`config.mk`:
```
export PLATFORM = sky130hd
export DESIGN_NAME = latency_running_statistics_flat
export DESIGN_NICKNAME = d
export VERILOG_FILES = /design/src/design/lrs_pkg.sv /design/src/design/lrs_if.sv /design/src/design/latency_running_statistics.sv /design/src/design/lrs_divider.sv /design/src/design/lrs_multiplier.sv /design/src/flat_wrapper.sv
export SDC_FILE = /design/constraint.sdc
export NUM_CORES = 2
export LEC_CHECK = 0
export ABC_AREA = 1
export ABC_CLOCK_PERIOD_IN_PS = 8900
export CAP_MARGIN = 20
export CORE_UTILIZATION = 50
export DETAILED_ROUTE_END_ITERATION = 12
export DONT_BUFFER_PORTS = 1
export GPL_ROUTABILITY_DRIVEN = 0
export GPL_TIMING_DRIVEN = 0
export PLACE_DENSITY = 0.72
export SETUP_SLACK_MARGIN = 0.4
export SYNTH_ARGS = -nofsm -noshare
export SYNTH_HDL_FRONTEND = slang
export SYNTH_SLANG_ARGS = --single-unit
```
`constraint.sdc`:
```
create_clock -name clk_i -period 8.9 [get_ports clk_i]
set_clock_uncertainty 0.2 [all_clocks]
set_input_delay 1.78 -clock clk_i [delete_from_list [all_inputs] [get_ports clk_i]]
set_output_delay 1.78 -clock clk_i [all_outputs]
set_load 0.005 [all_outputs]
```
`src/design/lrs_pkg.sv`:
```
// Package for the latency running statistics block.
// Holds field widths, parameter defaults, the sequencer state type and the
// status struct that the iterative units hand back. Depends on nothing.
`default_nettype none

package lrs_pkg;

  // Field widths of the request and result channels
  localparam int unsigned LRS_IN_W     = 32;
  localparam int unsigned LRS_COUNT_W  = 32;
  localparam int unsigned LRS_SUM_W    = 64;
  localparam int unsigned LRS_EXTREM_W = 32;
  localparam int unsigned LRS_MEAN_W   = 48;
  localparam int unsigned LRS_M2_W     = 64;

  // Defaults of the top-level parameters
  localparam int unsigned LRS_SAMPLE_BITS        = 32;
  localparam int unsigned LRS_MEAN_FRACTION_BITS = 16;

  // Default operand width of the divider and multiplier
  localparam int unsigned LRS_MAG_W = 48;

  // Multiplier digit taken per cycle
  localparam int unsigned LRS_DIG_W = 16;

  // Sequencer states
  typedef enum logic [2:0] {
    ST_IDLE,
    ST_DIV,
    ST_MEAN,
    ST_MUL,
    ST_DONE
  } lrs_state_e;

  // Status of an iterative unit
  typedef struct packed {
    logic busy;
    logic done;
  } lrs_unit_sts_t;

endpackage

`default_nettype wire

```
`src/design/lrs_if.sv`:
```
// Channel interfaces of the latency running statistics block.
// lrs_sample_if carries one latency sample, lrs_result_if all statistics.
// Depends on lrs_pkg for the field widths.
`default_nettype none

interface lrs_sample_if;
  import lrs_pkg::*;

  logic                valid;
  logic                ready;
  logic [LRS_IN_W-1:0] latency_sample;

  modport source (output valid, output latency_sample, input ready);
  modport sink   (input valid, input latency_sample, output ready);
endinterface

interface lrs_result_if;
  import lrs_pkg::*;

  logic                    valid;
  logic                    ready;
  logic [LRS_COUNT_W-1:0]  count_out;
  logic [LRS_SUM_W-1:0]    sum_out;
  logic [LRS_EXTREM_W-1:0] minimum_out;
  logic [LRS_EXTREM_W-1:0] maximum_out;
  logic [LRS_MEAN_W-1:0]   mean_out;
  logic [LRS_M2_W-1:0]     deviation_sum_out;

  modport source (
    output valid, output count_out, output sum_out, output minimum_out,
    output maximum_out, output mean_out, output deviation_sum_out,
    input ready
  );
  modport sink (
    input valid, input count_out, input sum_out, input minimum_out,
    input maximum_out, input mean_out, input deviation_sum_out,
    output ready
  );
endinterface

`default_nettype wire

```
`src/design/latency_running_statistics.sv`:
```
// Latency running statistics: one request carries a latency sample, one result
// returns count, sum, minimum, maximum, running mean (MEAN_FRACTION_BITS
// fraction bits) and M2 by Welford's method. One sample is in work at a time:
// a new sample is taken only after the divider, the mean step, the multiplier
// and the completion state have run, and the completion state waits while the
// previous result is still held at the output. The radix-2 divider that forms
// the mean step takes one quotient bit per cycle, and the multiplier for the
// M2 term takes one 16-bit digit per cycle. A finished result sits in an output
// register, so the next sample may be taken while it waits. Depends on lrs_pkg,
// lrs_if, lrs_divider and lrs_multiplier. MAG_W is 48 and NDIG is 3 by default.
`default_nettype none

module latency_running_statistics #(
  parameter int unsigned SAMPLE_BITS        = lrs_pkg::LRS_SAMPLE_BITS,
  parameter int unsigned MEAN_FRACTION_BITS = lrs_pkg::LRS_MEAN_FRACTION_BITS
) (
  input  wire          clk_i,
  input  wire          rst_ni,
  lrs_sample_if.sink   sample_i,
  lrs_result_if.source result_o
);
  import lrs_pkg::*;

  // Effective sample width, scaled-sample width and magnitude width
  localparam int unsigned SMP_W = (SAMPLE_BITS < LRS_IN_W) ? SAMPLE_BITS : LRS_IN_W;
  localparam int unsigned XS_W  = SMP_W + MEAN_FRACTION_BITS;
  localparam int unsigned MAG_W = (XS_W > LRS_MEAN_W) ? XS_W : LRS_MEAN_W;
  localparam int unsigned NDIG  = (MAG_W + LRS_DIG_W - 1) / LRS_DIG_W;
  localparam int unsigned PW    = MAG_W + NDIG * LRS_DIG_W;
  localparam int unsigned SHIFT = 2 * MEAN_FRACTION_BITS;

  lrs_state_e state_q, state_d;

  // Running state
  logic [LRS_COUNT_W-1:0]  count_q;
  logic [LRS_SUM_W-1:0]    total_q;
  logic [LRS_EXTREM_W-1:0] min_q;
  logic [LRS_EXTREM_W-1:0] max_q;
  logic [LRS_MEAN_W-1:0]   mean_q;
  logic [LRS_M2_W-1:0]     m2_q;

  // Per-item working registers
  logic [MAG_W-1:0] xs_q;
  logic [MAG_W-1:0] mag1_q;
  logic             neg1_q;
  logic             skip_q;

  // Output register
  logic                    out_valid_q;
  logic [LRS_COUNT_W-1:0]  res_count_q;
  logic [LRS_SUM_W-1:0]    res_total_q;
  logic [LRS_EXTREM_W-1:0] res_min_q;
  logic [LRS_EXTREM_W-1:0] res_max_q;
  logic [LRS_MEAN_W-1:0]   res_mean_q;
  logic [LRS_M2_W-1:0]     res_m2_q;

  // Control
  logic accept;
  logic div_start;
  logic mul_start;
  logic commit;
  logic out_free;

  // Combinational datapath
  logic [LRS_EXTREM_W-1:0] x;
  logic [MAG_W-1:0]        xs;
  logic [MAG_W-1:0]        mean_ext;
  logic                    neg1;
  logic [MAG_W-1:0]        mag1;
  logic [LRS_COUNT_W-1:0]  count_next;
  logic [LRS_SUM_W:0]      total_sum;
  logic [MAG_W-1:0]        quotient;
  logic [MAG_W-1:0]        mean_step;
  logic [LRS_MEAN_W-1:0]   mean_new;
  logic [MAG_W-1:0]        mean_new_ext;
  logic                    neg2;
  logic [MAG_W-1:0]        mag2;
  logic [PW-1:0]           product;
  logic [PW-1:0]           prod_sh;
  logic [LRS_M2_W-1:0]     term;
  logic [LRS_M2_W:0]       m2_sum;
  logic [LRS_M2_W-1:0]     m2_new;

  lrs_unit_sts_t div_sts;
  lrs_unit_sts_t mul_sts;

  // Mask the sample, take its difference from the mean and form the next count and sum
  always_comb begin
    x          = LRS_EXTREM_W'(sample_i.latency_sample[SMP_W-1:0]);
    xs         = MAG_W'(x) << MEAN_FRACTION_BITS;
    mean_ext   = MAG_W'(mean_q);
    neg1       = xs < mean_ext;
    mag1       = neg1 ? (mean_ext - xs) : (xs - mean_ext);
    count_next = (count_q == '1) ? count_q : count_q + LRS_COUNT_W'(1);
    total_sum  = {1'b0, total_q} + (LRS_SUM_W + 1)'(x);
  end

  // Step the mean and take the second difference
  always_comb begin
    mean_step    = neg1_q ? (mean_ext - quotient) : (mean_ext + quotient);
    mean_new     = mean_step[LRS_MEAN_W-1:0];
    mean_new_ext = MAG_W'(mean_new);
    neg2         = xs_q < mean_new_ext;
    mag2         = neg2 ? (mean_new_ext - xs_q) : (xs_q - mean_new_ext);
  end

  // Scale the product down and add it to M2, saturating; differences of unlike sign add nothing
  always_comb begin
    prod_sh = product >> SHIFT;
    if (skip_q) begin
      term = '0;
    end else if (|prod_sh[PW-1:LRS_M2_W]) begin
      term = '1;
    end else begin
      term = prod_sh[LRS_M2_W-1:0];
    end
    m2_sum = {1'b0, m2_q} + {1'b0, term};
    m2_new = m2_sum[LRS_M2_W] ? '1 : m2_sum[LRS_M2_W-1:0];
  end

  // Sequencer: next state and strobes
  always_comb begin
    state_d   = state_q;
    out_free  = !out_valid_q || result_o.ready;
    accept    = 1'b0;
    div_start = 1'b0;
    mul_start = 1'b0;
    commit    = 1'b0;
    case (state_q)
      ST_IDLE: begin
        if (sample_i.valid) begin
          accept    = 1'b1;
          div_start = 1'b1;
          state_d   = ST_DIV;
        end
      end
      ST_DIV: begin
        if (div_sts.done) begin
          state_d = ST_MEAN;
        end
      end
      ST_MEAN: begin
        mul_start = 1'b1;
        state_d   = ST_MUL;
      end
      ST_MUL: begin
        if (mul_sts.done) begin
          state_d = ST_DONE;
        end
      end
      ST_DONE: begin
        if (out_free) begin
          commit  = 1'b1;
          state_d = ST_IDLE;
        end
      end
      default: begin
        state_d = ST_IDLE;
      end
    endcase
  end

  always_ff @(posedge clk_i or negedge rst_ni) begin
    if (!rst_ni) begin
      state_q <= ST_IDLE;
    end else begin
      state_q <= state_d;
    end
  end

  // Update the running statistics
  always_ff @(posedge clk_i or negedge rst_ni) begin
    if (!rst_ni) begin
      count_q <= '0;
      total_q <= '0;
      min_q   <= '1;
      max_q   <= '0;
      mean_q  <= '0;
      m2_q    <= '0;
    end else begin
      if (accept) begin
        count_q <= count_next;
        total_q <= total_sum[LRS_SUM_W] ? '1 : total_sum[LRS_SUM_W-1:0];
        if (x < min_q) begin
          min_q <= x;
        end
        if (x > max_q) begin
          max_q <= x;
        end
      end
      if (mul_start) begin
        mean_q <= mean_new;
      end
      if (commit) begin
        m2_q <= m2_new;
      end
    end
  end

  // Hold per-item operands
  always_ff @(posedge clk_i) begin
    if (accept) begin
      xs_q   <= xs;
      mag1_q <= mag1;
      neg1_q <= neg1;
    end
    if (mul_start) begin
      skip_q <= neg1_q != neg2;
    end
  end

  // Output register
  always_ff @(posedge clk_i or negedge rst_ni) begin
    if (!rst_ni) begin
      out_valid_q <= 1'b0;
    end else if (commit) begin
      out_valid_q <= 1'b1;
    end else if (result_o.ready) begin
      out_valid_q <= 1'b0;
    end
  end

  always_ff @(posedge clk_i) begin
    if (commit) begin
      res_count_q <= count_q;
      res_total_q <= total_q;
      res_min_q   <= min_q;
      res_max_q   <= max_q;
      res_mean_q  <= mean_q;
      res_m2_q    <= m2_new;
    end
  end

  lrs_divider #(
    .MAG_W (MAG_W)
  ) u_div (
    .clk_i      (clk_i),
    .rst_ni     (rst_ni),
    .start_i    (div_start),
    .dividend_i (mag1),
    .divisor_i  (count_next),
    .sts_o      (div_sts),
    .quotient_o (quotient)
  );

  lrs_multiplier #(
    .MAG_W (MAG_W),
    .NDIG  (NDIG),
    .PW    (PW)
  ) u_mul (
    .clk_i     (clk_i),
    .rst_ni    (rst_ni),
    .start_i   (mul_start),
    .a_i       (mag1_q),
    .b_i       (mag2),
    .sts_o     (mul_sts),
    .product_o (product)
  );

  // Drive the channels
  assign sample_i.ready             = (state_q == ST_IDLE);
  assign result_o.valid             = out_valid_q;
  assign result_o.count_out         = res_count_q;
  assign result_o.sum_out           = res_total_q;
  assign result_o.minimum_out       = res_min_q;
  assign result_o.maximum_out       = res_max_q;
  assign result_o.mean_out          = res_mean_q;
  assign result_o.deviation_sum_out = res_m2_q;

  // No request is taken while either unit is working
  a_idle_units: assert property (@(posedge clk_i) disable iff (!rst_ni)
    sample_i.ready |-> !div_sts.busy && !mul_sts.busy)
    else $error("request taken while an arithmetic unit is busy");

  // The divider finishes only while the sequencer waits for it
  a_div_done_state: assert property (@(posedge clk_i) disable iff (!rst_ni)
    div_sts.done |-> state_q == ST_DIV)
    else $error("divider finished outside its wait state");

  // The count never goes down
  a_count_mono: assert property (@(posedge clk_i) disable iff (!rst_ni)
    1'b1 |=> count_q >= $past(count_q))
    else $error("sample count decreased");

  // Once a sample is in, the minimum does not exceed the maximum
  a_min_max: assert property (@(posedge clk_i) disable iff (!rst_ni)
    count_q != '0 |-> min_q <= max_q)
    else $error("minimum above maximum");

  // A result appears only on leaving the completion state
  a_result_source: assert property (@(posedge clk_i) disable iff (!rst_ni)
    $rose(out_valid_q) |-> $past(state_q) == ST_DONE)
    else $error("result raised outside completion");

endmodule

`default_nettype wire

```
`src/design/lrs_divider.sv`:
```
// Radix-2 restoring divider: one quotient bit per cycle, MAG_W quotient bits.
// Divides an unsigned MAG_W-bit magnitude by the 32-bit sample count.
// Depends on lrs_pkg.
`default_nettype none

module lrs_divider #(
  parameter int unsigned MAG_W = lrs_pkg::LRS_MAG_W
) (
  input  wire                            clk_i,
  input  wire                            rst_ni,
  input  wire                            start_i,
  input  wire  [MAG_W-1:0]               dividend_i,
  input  wire  [lrs_pkg::LRS_COUNT_W-1:0] divisor_i,
  output lrs_pkg::lrs_unit_sts_t         sts_o,
  output logic [MAG_W-1:0]               quotient_o
);
  import lrs_pkg::*;

  localparam int unsigned CNT_W = $clog2(MAG_W + 1);

  logic                   busy_q, busy_d;
  logic                   done_q, done_d;
  logic [CNT_W-1:0]       cnt_q, cnt_d;
  logic [MAG_W-1:0]       quo_q;
  logic [LRS_COUNT_W-1:0] rem_q;
  logic [LRS_COUNT_W-1:0] den_q;

  logic [LRS_COUNT_W:0]   rem_sh;
  logic                   fits;
  logic [LRS_COUNT_W:0]   rem_sub;

  // Trial subtract of the shifted remainder
  always_comb begin
    rem_sh  = {rem_q, quo_q[MAG_W-1]};
    fits    = rem_sh >= {1'b0, den_q};
    rem_sub = rem_sh - {1'b0, den_q};
  end

  // Sequence the steps
  always_comb begin
    busy_d = busy_q;
    done_d = 1'b0;
    cnt_d  = cnt_q;
    if (start_i) begin
      busy_d = 1'b1;
      cnt_d  = CNT_W'(MAG_W);
    end else if (busy_q) begin
      cnt_d = cnt_q - CNT_W'(1);
      if (cnt_q == CNT_W'(1)) begin
        busy_d = 1'b0;
        done_d = 1'b1;
      end
    end
  end

  always_ff @(posedge clk_i or negedge rst_ni) begin
    if (!rst_ni) begin
      busy_q <= 1'b0;
      done_q <= 1'b0;
      cnt_q  <= '0;
    end else begin
      busy_q <= busy_d;
      done_q <= done_d;
      cnt_q  <= cnt_d;
    end
  end

  // Load operands, then shift quotient bits in
  always_ff @(posedge clk_i) begin
    if (start_i) begin
      quo_q <= dividend_i;
      rem_q <= '0;
      den_q <= divisor_i;
    end else if (busy_q) begin
      quo_q <= {quo_q[MAG_W-2:0], fits};
      rem_q <= fits ? rem_sub[LRS_COUNT_W-1:0] : rem_sh[LRS_COUNT_W-1:0];
    end
  end

  assign sts_o.busy = busy_q;
  assign sts_o.done = done_q;
  assign quotient_o = quo_q;

  // Remainder stays below the divisor while stepping
  a_rem_below: assert property (@(posedge clk_i) disable iff (!rst_ni)
    busy_q && !start_i |-> rem_q < den_q || den_q == '0)
    else $error("divider remainder not below divisor");

  // Done follows the last busy cycle
  a_done_after_busy: assert property (@(posedge clk_i) disable iff (!rst_ni)
    done_q |-> $past(busy_q) && !busy_q)
    else $error("divider done without preceding busy");

  // A step count is loaded whenever the unit is busy
  a_cnt_live: assert property (@(posedge clk_i) disable iff (!rst_ni)
    busy_q |-> cnt_q != '0)
    else $error("divider busy with empty step count");

endmodule

`default_nettype wire

```
`src/design/lrs_multiplier.sv`:
```
// Digit-serial multiplier: one 16-bit digit of the second operand per cycle.
// Forms the full unsigned product of two MAG_W-bit magnitudes.
// Depends on lrs_pkg.
`default_nettype none

module lrs_multiplier #(
  parameter int unsigned MAG_W = lrs_pkg::LRS_MAG_W,
  parameter int unsigned NDIG  = (lrs_pkg::LRS_MAG_W + lrs_pkg::LRS_DIG_W - 1)
                                 / lrs_pkg::LRS_DIG_W,
  parameter int unsigned PW    = lrs_pkg::LRS_MAG_W + NDIG * lrs_pkg::LRS_DIG_W
) (
  input  wire                    clk_i,
  input  wire                    rst_ni,
  input  wire                    start_i,
  input  wire  [MAG_W-1:0]       a_i,
  input  wire  [MAG_W-1:0]       b_i,
  output lrs_pkg::lrs_unit_sts_t sts_o,
  output logic [PW-1:0]          product_o
);
  import lrs_pkg::*;

  localparam int unsigned BW    = NDIG * LRS_DIG_W;
  localparam int unsigned MUL_W = MAG_W + LRS_DIG_W;
  localparam int unsigned CNT_W = $clog2(NDIG + 1);

  logic             busy_q, busy_d;
  logic             done_q, done_d;
  logic [CNT_W-1:0] cnt_q, cnt_d;
  logic [MAG_W-1:0] a_q;
  logic [PW-1:0]    prod_q;

  logic [MUL_W-1:0] part;
  logic [MUL_W-1:0] acc;

  // Partial product of the low digit, added to the upper half
  always_comb begin
    part = MUL_W'(a_q) * MUL_W'(prod_q[LRS_DIG_W-1:0]);
    acc  = MUL_W'(prod_q[PW-1 -: MAG_W]) + part;
  end

  // Sequence the digits
  always_comb begin
    busy_d = busy_q;
    done_d = 1'b0;
    cnt_d  = cnt_q;
    if (start_i) begin
      busy_d = 1'b1;
      cnt_d  = CNT_W'(NDIG);
    end else if (busy_q) begin
      cnt_d = cnt_q - CNT_W'(1);
      if (cnt_q == CNT_W'(1)) begin
        busy_d = 1'b0;
        done_d = 1'b1;
      end
    end
  end

  always_ff @(posedge clk_i or negedge rst_ni) begin
    if (!rst_ni) begin
      busy_q <= 1'b0;
      done_q <= 1'b0;
      cnt_q  <= '0;
    end else begin
      busy_q <= busy_d;
      done_q <= done_d;
      cnt_q  <= cnt_d;
    end
  end

  // Load operands, then shift the product right one digit a cycle
  always_ff @(posedge clk_i) begin
    if (start_i) begin
      a_q    <= a_i;
      prod_q <= PW'(BW'(b_i));
    end else if (busy_q) begin
      prod_q <= {acc, prod_q[BW-1:LRS_DIG_W]};
    end
  end

  assign sts_o.busy = busy_q;
  assign sts_o.done = done_q;
  assign product_o  = prod_q;

  // Done follows the last busy cycle
  a_done_after_busy: assert property (@(posedge clk_i) disable iff (!rst_ni)
    done_q |-> $past(busy_q) && !busy_q)
    else $error("multiplier done without preceding busy");

  // Product register holds once the digits are used up
  a_hold_after_done: assert property (@(posedge clk_i) disable iff (!rst_ni)
    done_q && !start_i |=> $stable(prod_q) || start_i || $past(start_i))
    else $error("multiplier product moved after completion");

  // A digit count is loaded whenever the unit is busy
  a_cnt_live: assert property (@(posedge clk_i) disable iff (!rst_ni)
    busy_q |-> cnt_q != '0)
    else $error("multiplier busy with empty digit count");

endmodule

`default_nettype wire
```
`src/flat_wrapper.sv`:
```
// flat-port wrapper written by rule: the top's interface ports become plain ports
module latency_running_statistics_flat import lrs_pkg::*;
#(
  parameter int unsigned SAMPLE_BITS        = lrs_pkg::LRS_SAMPLE_BITS,
  parameter int unsigned MEAN_FRACTION_BITS = lrs_pkg::LRS_MEAN_FRACTION_BITS
)
  (clk_i, rst_ni, sample_i_valid, sample_i_latency_sample, sample_i_ready, result_o_valid, result_o_count_out, result_o_sum_out, result_o_minimum_out, result_o_maximum_out, result_o_mean_out, result_o_deviation_sum_out, result_o_ready);
  lrs_sample_if sample_i_i ();
  lrs_result_if result_o_i ();
  input  wire clk_i;
  input  wire rst_ni;
  input wire logic [$bits(sample_i_i.valid)-1:0] sample_i_valid;
  input wire logic [$bits(sample_i_i.latency_sample)-1:0] sample_i_latency_sample;
  output wire logic [$bits(sample_i_i.ready)-1:0] sample_i_ready;
  output wire logic [$bits(result_o_i.valid)-1:0] result_o_valid;
  output wire logic [$bits(result_o_i.count_out)-1:0] result_o_count_out;
  output wire logic [$bits(result_o_i.sum_out)-1:0] result_o_sum_out;
  output wire logic [$bits(result_o_i.minimum_out)-1:0] result_o_minimum_out;
  output wire logic [$bits(result_o_i.maximum_out)-1:0] result_o_maximum_out;
  output wire logic [$bits(result_o_i.mean_out)-1:0] result_o_mean_out;
  output wire logic [$bits(result_o_i.deviation_sum_out)-1:0] result_o_deviation_sum_out;
  input wire logic [$bits(result_o_i.ready)-1:0] result_o_ready;
  assign sample_i_i.valid = sample_i_valid;
  assign sample_i_i.latency_sample = sample_i_latency_sample;
  assign sample_i_ready = sample_i_i.ready;
  assign result_o_valid = result_o_i.valid;
  assign result_o_count_out = result_o_i.count_out;
  assign result_o_sum_out = result_o_i.sum_out;
  assign result_o_minimum_out = result_o_i.minimum_out;
  assign result_o_maximum_out = result_o_i.maximum_out;
  assign result_o_mean_out = result_o_i.mean_out;
  assign result_o_deviation_sum_out = result_o_i.deviation_sum_out;
  assign result_o_i.ready = result_o_ready;
  latency_running_statistics #(.SAMPLE_BITS(SAMPLE_BITS), .MEAN_FRACTION_BITS(MEAN_FRACTION_BITS)) u_core (.clk_i(clk_i), .rst_ni(rst_ni), .sample_i(sample_i_i), .result_o(result_o_i));
endmodule
```
==> results <==
- The count of pins on the block boundary is 310.
- The fraction of synthesized cell area taken by the top area cell type is 19.56%.
- The number of unique standard cell types used by synthesis is 71.
- The largest stage delay on the critical path is 0.76 ns.
- The clock sink count is 898.
- Max-cap violations in this run came to 0.
- The maximum fanout along the worst path is 10.
- Synthesis produced a netlist whose cell count is 10.31k.
- The total number of vias is 72.47k.
- The row count is 147.
- In this run the worst hold path is classified as reg2reg.
- The setup path with the least slack is of type reg2reg.
- The setup violation total in the final timing report is 0.
- Input and output buffers added on the ports amount to 0.
- The via-per-instance ratio is 5.715.
- The area of the multi-input gates is 47,070 um2.
- Measured along the x axis, the die boundary spans 405.4 um.
- The final reports fail on slew limit.
- The synthesized net count is 11.54k.
- The worst setup path is launched from a register.
- The layout overhead on the synthesized area is 8.003%.
- Counting flops with a built-in enable in the synthesized netlist gives 530.
- The share of post-route cells with drive strength above 1 is 3.349%.
- The die footprint is 164,400 um2.
- After synthesis, the share of flip-flops with an asynchronous set or reset is 32.07%.
- The final standard cell utilization of the core is 54.55%.
- The slowest stage of the critical path is the clkdlybuf4s15_1 cell.
- The run finished, with violations left.
- The biggest area contributor in the post-synthesis netlist is edfxtp_1.
- The DRC violation count after routing is 0.
- After synthesis, the cell types taking the most area are edfxtp_1, fa_1, nand2_1, inv_1, dfrtp_1.
- After filler insertion, the fill cell instance count of the layout stands at 14.85k.
- Counting along the longest clock path gives a buffer depth of 3.
- The HPWL after detailed placement is 224.3 mm.
- The number of synthesized register bits is 898.
- After clock tree synthesis, the flow added hold-fix buffers numbering 0.
- The master cell of the clock root buffer is clkbuf_16.
- In this run, the number of DRC markers left after iteration 0 of detailed routing was 8,922.
- STA classifies the critical path endpoint as a register.
- For this run, the register share of the synthesized area comes to 30.43%.
- The most numerous cell in the Yosys netlist is nand2_1.
- The pre-CTS setup slack is 0.2306 ns.
- Measured against its own limit, the worst slew margin works out to -6.750%.
- Setup total negative slack on the finished layout was measured at 0 ns.
- The first global-routing pass estimated 420.8 mm of wire.
- After layout, the worst setup slack is 0.5227 ns.
- Setup repair after global routing left no endpoint under its margin.
- At the pin with the least slew margin, the transition time is 1.601 ns.
- The H-tree was split into 3 levels.
- The final layout contains routed wiring with a total length of 280.8 mm.
- For the worst-skew pair, the clock arrives at the later sink with an insertion delay of 0.77 ns.
- The total track usage is 34.04%.
- By count the netlist is led by nand2_1, inv_1, fa_1.
- The height of the die is 405.4 um.
- The clock transition at the register clock pins on the worst setup and hold paths after CTS is 0.06 ns.
- The mean cell area of the mapped netlist is 7.891 um2.
- The initial antenna violation count is 14.
- The cell area after technology mapping is 81,370 um2.
- The sequential cells in the finished layout cover a total of 24,760 um2.
- The count of TritonRoute iterations in the first routing pass is 10.
- The kind of cell adding the most delay to the critical path is adder cells.
- The floorplan step defined a core boundary enclosing 161,100 um2.
- Timing would allow up to 119.4 MHz.
- At the end of the flow, the number of nets in the layout was 11.66k.
- The final hold violation count came to 0.
- The number of max-slew violations in the final report came to 81.
- The arrival time reported for the critical path endpoint is 8.83 ns.
- The clock tree from TritonCTS is yes.
- The required time of the critical path is 9.36 ns.
- The number of global-route vias before repair came to 70.84k.
- After detailed routing, the average wire length per cell comes to 22.14 um.
- The largest net degree at the start of global routing is 289.
- The number of warnings reported in the yosys synthesis log is 0.
- The share of the clock period used by the worst path after layout is 94.13%.
- The combined buffer and inverter count along the critical path is 7.
- The most frequently used flop master after synthesis is edfxtp_1.
- The effective utilization at floorplan is 50.50%.
- The number of nets with antenna violations after detailed routing is 0.
- The worst hold slack is 0.1810 ns.
- Clock tree synthesis inserted a total of 98 buffers.
- The minimum period implied by the final worst setup slack is 8.377 ns.
- Summed over all layers, the global routing overflow is 0.
==> layer usage <==
| layer | vias up | GRT usage, % | wire length, um |
|---|---|---|---|
| met5 | - | 0 | 392 |
| met2 | 4499 | 50.35 | 117600 |
| met1 | 34560 | 41.60 | 101600 |
| met4 | 20 | 24.83 | 24440 |
| met3 | 1098 | 11.11 | 36810 |
| li1 | 32300 | - | - |
==> cells by family (layout without fill, tap and decap cells) <==
logic type | Yosys count | count (layout) | synth area share, %
buffers and inverters | 2542 | 2741 | 11.82
muxes | 3 | 3 | 0.03690
DFF | 898 | 898 | 30.43
xor gates and xnor gates | 351 | 351 | 3.787
and+or+nand+nor | 3871 | 3871 | 19.09
other | 0 | 10 | 0
AOI/OAI and AO/OA | 1454 | 1454 | 10.07
adders and majority gates | 1193 | 1193 | 24.76
==> metrics by stage <==
stage / std cells / cell area, um2
CTS: 12670 / 87670
detailed placement: 12480 / 84310
global route: 12670 / 87860
floorplan: 10310 / 81370
global placement: 12470 / 84080
finish: 12680 / 87890
==> area by class of cell <==
class                           instances  share of cell area (%)
Buffer                                339                   1.617
Timing Repair Buffer                   16                  0.3075
Sequential cell                       898                   28.18
Inverter                             2203                   9.409
Antenna cell                           10                 0.02847
Multi-Input combinational cell       6872                   53.56
Clock buffer                          123                   3.014
Clock inverter                         60                  0.8101
Tap cell                             2160                   3.075
==> cell usage in the layout (no fill, tap or decap), drive strengths merged, types with 4 or more instances in the layout <==
master	count
clkinv	36
fa	696
o21ai	507
and2	8
clkbuf	417
nor3	109
a21o	38
nand3	286
a31o	8
o21bai	22
xnor2	117
and3	6
a211oi	18
clkinvlp	6
a31oi	66
bufinv	11
inv	2210
o21a	40
a2bb2oi	29
nor2	671
dfrtp	256
diode	10
nor4	23
edfxtp	530
nand4	73
a221oi	7
dfxtp	80
a21boi	19
o311ai	4
ha	497
o221ai	11
dfstp	32
xor2	234
nand3b	21
or2	25
a21oi	598
o31ai	18
buf	59
o211ai	48
nand2	2647
==> registers in the layout (all words and copies together) (netlist names), 48 cells and up <==
name,cells
u_core.mag1_q,48
u_core.u_mul.product_o,96
u_core.result_o.deviation_sum_out,64
u_core.m2_q,64
u_core.result_o.mean_out,48
u_core.total_q,64
u_core.mean_ext,48
u_core.u_mul.a_q,48
u_core.result_o.sum_out,64
u_core.u_div.quotient_o,48
==> worst paths after layout <==
check | startpoint | to | slack [ns] | cells after the start
worst max-delay path | u_core.u_mul.product_o[13] | u_core.u_mul.product_o[95] | 0.52 | 29
worst min-delay path | u_core.mag1_q[18] | u_core.u_mul.a_q[18] | 0.18 | 0
worst max register to register | u_core.u_mul.product_o[13] | u_core.u_mul.product_o[95] | 0.52 | 29
worst min register to register | u_core.mag1_q[18] | u_core.u_mul.a_q[18] | 0.18 | 0
max in group asynchronous | rst_ni | u_core.count_q[8] | 6.68 | 0
min in group asynchronous | rst_ni | u_core.m2_q[51] | 0.53 | 0
==> timing repair <==
| item | CTS | global route |
|---|---|---|
| gates resized for setup | 3 | 88 |
| endpoints found under the setup margin | 8 | 60 |
| pin swaps | 0 | 3 |
| buffers inserted | 0 | 2 |
Power is left out: the tool's default activity adds up to more than one toggle a clock period on the data nets, which glitch-free logic cannot reach.
